File: config.mk
export PLATFORM = sky130hd
export DESIGN_NAME = unsigned5_varint_encoder_core
export DESIGN_NICKNAME = d
export VERILOG_FILES = /design/src/rtl/u5ve_pkg.sv /design/src/rtl/u5ve_mode_map.sv /design/src/rtl/u5ve_word_coder.sv /design/src/rtl/u5ve_byte_sequencer.sv /design/src/rtl/unsigned5_varint_encoder_core.sv
export SDC_FILE = /design/constraint.sdc
export NUM_CORES = 1
export LEC_CHECK = 0
export ABC_AREA = 1
export BUFFER_PORTS_ARGS = -buffer_cell sky130_fd_sc_hd__buf_2
export CAP_MARGIN = 5
export CORE_ASPECT_RATIO = 1.5
export CORE_MARGIN = 2
export CORE_UTILIZATION = 63
export CTS_CLUSTER_DIAMETER = 120
export DETAILED_ROUTE_END_ITERATION = 7
export GPL_TIMING_DRIVEN = 1
export PLACE_DENSITY = 0.9
export SYNTH_ARGS = -nofsm -noshare
export SYNTH_HDL_FRONTEND = slang
export SYNTH_SLANG_ARGS = --single-unit
File: constraint.sdc
create_clock -name clock -period 7 [get_ports clock]
set_input_delay 1.4 -clock clock [delete_from_list [all_inputs] [get_ports clock]]
set_output_delay 1.4 -clock clock [all_outputs]
set_load 0.005 [all_outputs]
File: src/rtl/u5ve_pkg.sv
// Shared types, mode codes and word transforms for the UNSIGNED5 varint encoder.
// No dependencies; every other file of the block but the checker imports this package.
package u5ve_pkg;

   // Mode codes carried on the func field.
   localparam logic [2:0] FUNC_UINT   = 3'd0;
   localparam logic [2:0] FUNC_SINT   = 3'd1;
   localparam logic [2:0] FUNC_FLOAT  = 3'd2;
   localparam logic [2:0] FUNC_LONG   = 3'd3;
   localparam logic [2:0] FUNC_DOUBLE = 3'd4;

   // Coding limits of one 32-bit word.
   localparam int unsigned MAX_WORD_BYTES = 5;
   localparam logic [31:0] LOW_LIMIT      = 32'd192;
   localparam logic [31:0] LIMIT_SHIFTED  = 32'd3;

   // Masks of the bit reversal network.
   localparam logic [31:0] MASK_ODD1  = 32'h5555_5555;
   localparam logic [31:0] MASK_ODD2  = 32'h3333_3333;
   localparam logic [31:0] MASK_ODD4  = 32'h0f0f_0f0f;
   localparam logic [31:0] MASK_BYTE1 = 32'h0000_ff00;

   // One word's code: up to five bytes, count from 1 to 5.
   typedef struct packed {
      logic [MAX_WORD_BYTES-1:0][7:0] code;
      logic [2:0]                     len;
   } word_code_type;

   // The one or two words an item is coded as.
   typedef struct packed {
      logic [31:0] first;
      logic [31:0] second;
      logic        two_words;
   } word_pair_type;

   function automatic logic [31:0] zigzag32(input logic [31:0] v);
      zigzag32 = {v[30:0], 1'b0} ^ {32{v[31]}};
   endfunction

   function automatic logic [31:0] bit_reverse32(input logic [31:0] v);
      logic [31:0] t;
      t = ((v & MASK_ODD1) << 1) | ((v >> 1) & MASK_ODD1);
      t = ((t & MASK_ODD2) << 2) | ((t >> 2) & MASK_ODD2);
      t = ((t & MASK_ODD4) << 4) | ((t >> 4) & MASK_ODD4);
      t = (t << 24) | ((t & MASK_BYTE1) << 8) | ((t >> 8) & MASK_BYTE1) | (t >> 24);
      bit_reverse32 = t;
   endfunction

endpackage

File: src/rtl/u5ve_mode_map.sv
// Mode decode: maps one registered item to the one or two words to be coded.
// Depends on u5ve_pkg for mode codes and the zigzag and bit reversal functions.
module u5ve_mode_map (
   input  logic [2:0]             func,
   input  logic [63:0]            value,
   output u5ve_pkg::word_pair_type words
);
   import u5ve_pkg::*;

   logic [31:0] lo;
   logic [31:0] hi;

   assign lo = value[31:0];
   assign hi = value[63:32];

   always_comb begin
      words.first     = lo;
      words.second    = hi;
      words.two_words = 1'b0;
      // Unused mode codes fall back to plain unsigned coding.
      unique case (func)
         FUNC_SINT: begin
            words.first = zigzag32(lo);
         end
         FUNC_FLOAT: begin
            words.first = bit_reverse32(lo);
         end
         FUNC_LONG: begin
            words.first     = zigzag32(lo);
            words.second    = zigzag32(hi);
            words.two_words = 1'b1;
         end
         FUNC_DOUBLE: begin
            words.first     = bit_reverse32(hi);
            words.second    = bit_reverse32(lo);
            words.two_words = 1'b1;
         end
         default: begin
            words.first = lo;
         end
      endcase
   end

endmodule

File: src/rtl/u5ve_word_coder.sv
// Codes one 32-bit word into its UNSIGNED5 bytes and byte count.
// Depends on u5ve_pkg for the word code type and coding limits.
module u5ve_word_coder (
   input  logic [31:0]             word,
   output u5ve_pkg::word_code_type result
);
   import u5ve_pkg::*;

   logic [MAX_WORD_BYTES-1:0][31:0] rest;
   logic [MAX_WORD_BYTES-2:0]       cont;

   // Since 192 is a multiple of 64, subtracting it leaves the low six bits alone,
   // and (w - 192) >> 6 equals (w >> 6) - 3.
   always_comb begin
      rest[0] = word;
      for (int i = 0; i < MAX_WORD_BYTES - 1; i++) begin
         cont[i]        = rest[i] >= LOW_LIMIT;
         rest[i+1]      = (rest[i] >> 6) - LIMIT_SHIFTED;
         result.code[i] = cont[i] ? {2'b11, rest[i][5:0]} : rest[i][7:0];
      end
      result.code[MAX_WORD_BYTES-1] = rest[MAX_WORD_BYTES-1][7:0];
   end

   always_comb begin
      priority if (!cont[0]) begin
         result.len = 3'd1;
      end else if (!cont[1]) begin
         result.len = 3'd2;
      end else if (!cont[2]) begin
         result.len = 3'd3;
      end else if (!cont[3]) begin
         result.len = 3'd4;
      end else begin
         result.len = 3'd5;
      end
   end

endmodule

File: src/rtl/u5ve_byte_sequencer.sv
// Result buffer: holds the coded words of one item and hands out one byte per word.
// Depends on u5ve_pkg for the word code type.
module u5ve_byte_sequencer (
   input  logic                    clock,
   input  logic                    reset,
   input  logic                    load_valid,
   output logic                    load_ready,
   input  u5ve_pkg::word_code_type load_first,
   input  u5ve_pkg::word_code_type load_second,
   input  logic                    load_two,
   output logic                    rsp_valid,
   input  logic                    rsp_ready,
   output logic [7:0]              rsp_code_byte,
   output logic                    rsp_last
);
   import u5ve_pkg::*;

   logic          valid_ff, valid_in;
   logic          sel_ff, sel_in;
   logic [2:0]    pos_ff, pos_in;
   logic          two_ff, two_in;
   word_code_type first_ff, first_in;
   word_code_type second_ff, second_in;

   logic [2:0] cur_len;
   logic       end_of_word;
   logic       fire;

   assign cur_len       = sel_ff ? second_ff.len : first_ff.len;
   assign end_of_word   = pos_ff == (cur_len - 3'd1);
   assign rsp_valid     = valid_ff;
   assign rsp_last      = end_of_word && (sel_ff || !two_ff);
   assign rsp_code_byte = sel_ff ? second_ff.code[pos_ff] : first_ff.code[pos_ff];
   assign fire          = valid_ff && rsp_ready;
   // A new item may enter while the last byte of the current one leaves.
   assign load_ready    = !valid_ff || (fire && rsp_last);

   always_comb begin
      valid_in  = valid_ff;
      sel_in    = sel_ff;
      pos_in    = pos_ff;
      two_in    = two_ff;
      first_in  = first_ff;
      second_in = second_ff;
      if (load_valid && load_ready) begin
         valid_in  = 1'b1;
         sel_in    = 1'b0;
         pos_in    = 3'd0;
         two_in    = load_two;
         first_in  = load_first;
         second_in = load_second;
      end else if (fire) begin
         if (rsp_last) begin
            valid_in = 1'b0;
         end else if (end_of_word) begin
            sel_in = 1'b1;
            pos_in = 3'd0;
         end else begin
            pos_in = pos_ff + 3'd1;
         end
      end
   end

   always_ff @(posedge clock) begin
      if (reset) begin
         valid_ff <= 1'b0;
         sel_ff   <= 1'b0;
         pos_ff   <= 3'd0;
      end else begin
         valid_ff <= valid_in;
         sel_ff   <= sel_in;
         pos_ff   <= pos_in;
      end
   end

   always_ff @(posedge clock) begin
      two_ff    <= two_in;
      first_ff  <= first_in;
      second_ff <= second_in;
   end

endmodule

File: src/rtl/unsigned5_varint_encoder_core.sv
// Top level of the UNSIGNED5 varint encoder: input register, mode decode, two word
// coders and the result buffer. Depends on u5ve_pkg and the u5ve_* submodules.
//
// Usage:
//   The request channel (req_valid, req_ready, req_func, req_value) takes one word per
//   item: a mode and a 64-bit value. The response channel (rsp_valid, rsp_ready,
//   rsp_code_byte, rsp_last) returns the UNSIGNED5 code of that item one byte per
//   word, from 1 to 10 bytes, with rsp_last high on the final byte of the item.
//   Modes 3 and 4 code two 32-bit words back to back; the other modes code one.
//
//   Flow: an accepted item goes into the input register and moves on into the result
//   buffer once that is free, where its first byte shows. An item holds the result
//   buffer until its last byte goes; the single byte port hands out one byte per cycle
//   while rsp_ready is high, and one-byte codes then sustain one item per cycle.
//   The input register keeps taking the next item while the buffer still drains the
//   current one, and the buffer takes that next item in the cycle its last byte goes.
//
//   Reset is synchronous and active high; it empties both the input register and the
//   result buffer. When the receiver stalls, the current byte holds steady on the
//   response ports, the input register fills, and req_ready then drops until the
//   buffer frees up again. There is no configuration and no state between items.
module unsigned5_varint_encoder_core (
   input  logic        clock,
   input  logic        reset,
   input  logic        req_valid,
   output logic        req_ready,
   input  logic [2:0]  req_func,
   input  logic [63:0] req_value,
   output logic        rsp_valid,
   input  logic        rsp_ready,
   output logic [7:0]  rsp_code_byte,
   output logic        rsp_last
);
   import u5ve_pkg::*;

   // Input register stage.
   logic        hold_valid_ff, hold_valid_in;
   logic [2:0]  func_ff, func_in;
   logic [63:0] value_ff, value_in;

   word_pair_type words;
   word_code_type first_code;
   word_code_type second_code;
   logic          seq_ready;

   // The input register may refill in the same cycle it hands its item on.
   assign req_ready = !hold_valid_ff || seq_ready;

   always_comb begin
      hold_valid_in = hold_valid_ff;
      func_in       = func_ff;
      value_in      = value_ff;
      if (req_valid && req_ready) begin
         hold_valid_in = 1'b1;
         func_in       = req_func;
         value_in      = req_value;
      end else if (seq_ready) begin
         hold_valid_in = 1'b0;
      end
   end

   always_ff @(posedge clock) begin
      if (reset) begin
         hold_valid_ff <= 1'b0;
      end else begin
         hold_valid_ff <= hold_valid_in;
      end
   end

   always_ff @(posedge clock) begin
      func_ff  <= func_in;
      value_ff <= value_in;
   end

   // Coding logic between the input register and the result buffer.
   u5ve_mode_map u_mode_map (
      .func  (func_ff),
      .value (value_ff),
      .words (words)
   );

   u5ve_word_coder u_coder_first (
      .word   (words.first),
      .result (first_code)
   );

   u5ve_word_coder u_coder_second (
      .word   (words.second),
      .result (second_code)
   );

   u5ve_byte_sequencer u_sequencer (
      .clock         (clock),
      .reset         (reset),
      .load_valid    (hold_valid_ff),
      .load_ready    (seq_ready),
      .load_first    (first_code),
      .load_second   (second_code),
      .load_two      (words.two_words),
      .rsp_valid     (rsp_valid),
      .rsp_ready     (rsp_ready),
      .rsp_code_byte (rsp_code_byte),
      .rsp_last      (rsp_last)
   );

endmodule

==> impl_metrics.ini <==
[sta]
period_share_pct = 85.1
slew_viol_final = 0
max_freq_ghz = 0.168
rsz0062_at_grt = no
final.setup.tns_ns = 0
finalSetupViolCount = 0
layout_min_cycle_time_ns = 5.96
fin_skew_ns = 0.0150
fin_ws_ns = 1.04
hold_viol = 0
worst_pin_slew_ns = 1.24
slew_headroom_pct = 17.3

[outcome]
outcome = completed

[cts]
htreeDepth = 4
path_clk_slew_ns = 0.08
clk_latency_ns = 0.45
cts_tree = done
post_cts_buffers = 0
cts_buffers = 17
cts-resized-gates = 0
hold_buffers = 0
clk_path_buf_depth = 2
cts_root_buffer = clkbuf_16
cts_sinks = 160

[worst_setup_path]
crit_path_start_kind = flip-flop
timing.rr.end = u_sequencer.second_ff[33]
end_kind = flip-flop
rr_worst_depth = 29
timing.rr.start = func_ff[1]
slowest_delay_ns = 0.95
critPathSlowestCell = edfxtp_1
r2r_setup_slack_ns = 1.04
cp_data_arrival_time_ns = 6.16
path_common_cell = nand2_1
crit_fanout = 31
required_ns = 7.20
crit_type = reg2reg

[grt]
grt_pass1_wl_um = 65000
antenna_found_initial = 3
grt_max_degree = 68
first_global_vias = 12502
grt_util_all_layers_pct = 38.5
overflow = 0

[power]
finalPower_w = 0.00299
netSwitchingFraction_pct = 37.6
p_int_w = 0.00186
peakVddDrop_mv = 0.285
clkPwrFrac_pct = 31.3
leakagePower_nw = 6.49
power.switching_w = 0.00112
pwr-share-comb_pct = 28.2
seqPwrFrac_pct = 40.4
powerDensity_nw_per_um2 = 207

[detailed_routing]
num_vias = 13297
initialDrtViolationCount = 1441
wl_per_cell_um = 19.0
drt_pass1_iterations = 6
drcViolationCount = 0
viasPerCell = 5.97
wl_um = 42200
ant_nets = 0

[finish]
fillerInstances = 1751
final_cells = 2229
nets = 2029
drive_gt1_share_pct = 16.6
area_growth_syn_to_layout_pct = 8.50

[placement]
dp_cells = 2194
place_hpwl_um = 32800
dp_slack_ns = 1.16
routabilityCongestion = 1.06
io_buffers = 81

[yosys]
synth_nets = 1968
synth_top_flop_cell = edfxtp_1
yosys_warnings = 0
synth_top_cell_area_share_pct = 34.7
async_flop_share_pct = 0
yosys-top-cells-area = edfxtp_1 (35%), nand2_1 (17%), nand3_1 (8.2%), nor2_1 (6.6%), inv_1 (5.1%)
ys_ff_latch = 160
ys_types = 51
synth_edf_count = 154
synthCells = 1884
yosysTopAreaCell = edfxtp_1
synth_area_um2 = 13300
syn_area_per_cell_um2 = 7.06
synth-seq-area-share_pct = 35.7

[hold_path]
hold_start = hold_valid_ff
hold_depth = 2
min_to = hold_valid_ff
worstHoldPathType = reg2reg

[floorplanning]
ios = 82
die_w_um = 123
num_rows = 65
die_h_um = 182
dieArea_um2 = 22300
start_util_pct = 63.7
core_area_um2 = 20900

[flow_run]
max_cap_viol_count = 0
-- power groups by stage --
stage	sequential [W]	clock (W)	combinational, W
after floorplan	0.00119	0	0.000620
after global placement	0.00122	0	0.000794
after detailed placement	0.00122	0	0.000816
after CTS	0.00120	0.000934	0.000820
after global routing	0.00121	0.000970	0.000926
final	0.00121	0.000936	0.000843
-- how the worst max path moves through the flow --
stage,start,endpoint,depth (start not counted)
floorplan,u_sequencer.sel_ff,u_sequencer.first_ff[0],12
global placement,func_ff[1],u_sequencer.second_ff[33],29
detailed placement,func_ff[1],u_sequencer.second_ff[33],29
CTS,func_ff[1],u_sequencer.second_ff[33],29
global route,func_ff[1],u_sequencer.second_ff[34],29
finish,func_ff[1],u_sequencer.second_ff[33],29
-- cell families after synthesis --
group                    Yosys count  share of synthesized area (%)
AND/OR/NAND/NOR                 1308                           46.7
buffers and inverters            254                           8.06
flip-flops                       160                           35.7
AO/OA/AOI/OAI                    105                           5.35
XOR/XNOR                          42                           2.82
adder cells (fa/ha/maj)           13                           1.22
multiplexers                       2                          0.150
-- metrics by stage --
stage / hold slack [ns] / area, um^2 / utilization, %
after CTS: 0.525 / 14400 / 69.0
after global placement: 0.496 / 13800 / 66.2
after floorplan: 0.445 / 13300 / -
final: 0.519 / 14400 / 69.1
after global routing: 0.568 / 14400 / 69.1
after detailed placement: 0.515 / 13800 / 66.2
-- cell usage after synthesis, drive strengths merged, types with 2 or more instances --
| cell type | instances |
|---|---|
| nand3 | 235 |
| a31oi | 4 |
| or2 | 4 |
| xnor2 | 7 |
| xor2 | 35 |
| a221o | 6 |
| o2111ai | 4 |
| clkinv | 4 |
| o311ai | 8 |
| inv | 201 |
| o21ai | 41 |
| nand2 | 675 |
| nand4 | 55 |
| a32o | 8 |
| buf | 27 |
| mux2i | 2 |
| nor3b | 2 |
| o21bai | 2 |
| clkbuf | 22 |
| ha | 13 |
| edfxtp | 154 |
| nor2 | 321 |
| o221ai | 7 |
| nand3b | 9 |
| dfxtp | 6 |
| nor3 | 6 |
| o22ai | 11 |
| a21oi | 13 |
-- cells in the final DEF (no fill, tap or decap), types with 17 or more instances in the layout --
cell type  Yosys  routed
buf_2         10      81
nor2_2        43      43
xor2_1        34      34
nand2_2       59      59
nand4_1       54      54
o21ai_0       37      37
clkbuf_16      0      17
nor2_4        41      42
nand2_1      610     610
inv_2         19      20
edfxtp_1     154     154
nor2_1       234     233
nand3_1      217     217
inv_1        180     179
-- registers in the layout (all words and copies together), names as in the netlist --
name / cells
u_sequencer.sel_ff: 1
func_ff: 3
u_sequencer.rsp_valid: 1
u_sequencer.first_ff: 43
u_sequencer.second_ff: 43
u_sequencer.pos_ff: 3
u_sequencer.two_ff: 1
value_ff: 64
hold_valid_ff: 1
-- layout make-up --
class,instances,area [um^2],share of cell area (%)
Multi-Input combinational cell,1470,7500,51.9
Sequential cell,160,4740,32.9
Inverter,205,774,5.36
Timing Repair Buffer,91,480,3.33
Clock buffer,17,425,2.95
Tap cell,268,335,2.32
Clock inverter,15,173,1.20
Antenna cell,3,7.51,0.0520
-- per-layer routing --
metal	wire length, um	GRT usage, %
met2	21100	66.5
met1	14900	41.6
met3	2590	5.81
met5	0	0
met4	3670	28.7
-- critical path: cells and delay by family, from the launching register on --
kind | cells | cell delay (ns)
AND/OR/NAND/NOR | 21 | 3.27
adder cells (fa/ha/maj) | 4 | 0.98
buffers and inverters | 3 | 0.36
flip-flops | 1 | 0.95
XOR/XNOR | 1 | 0.15
Note: power is estimated with default switching activity, not from simulation.
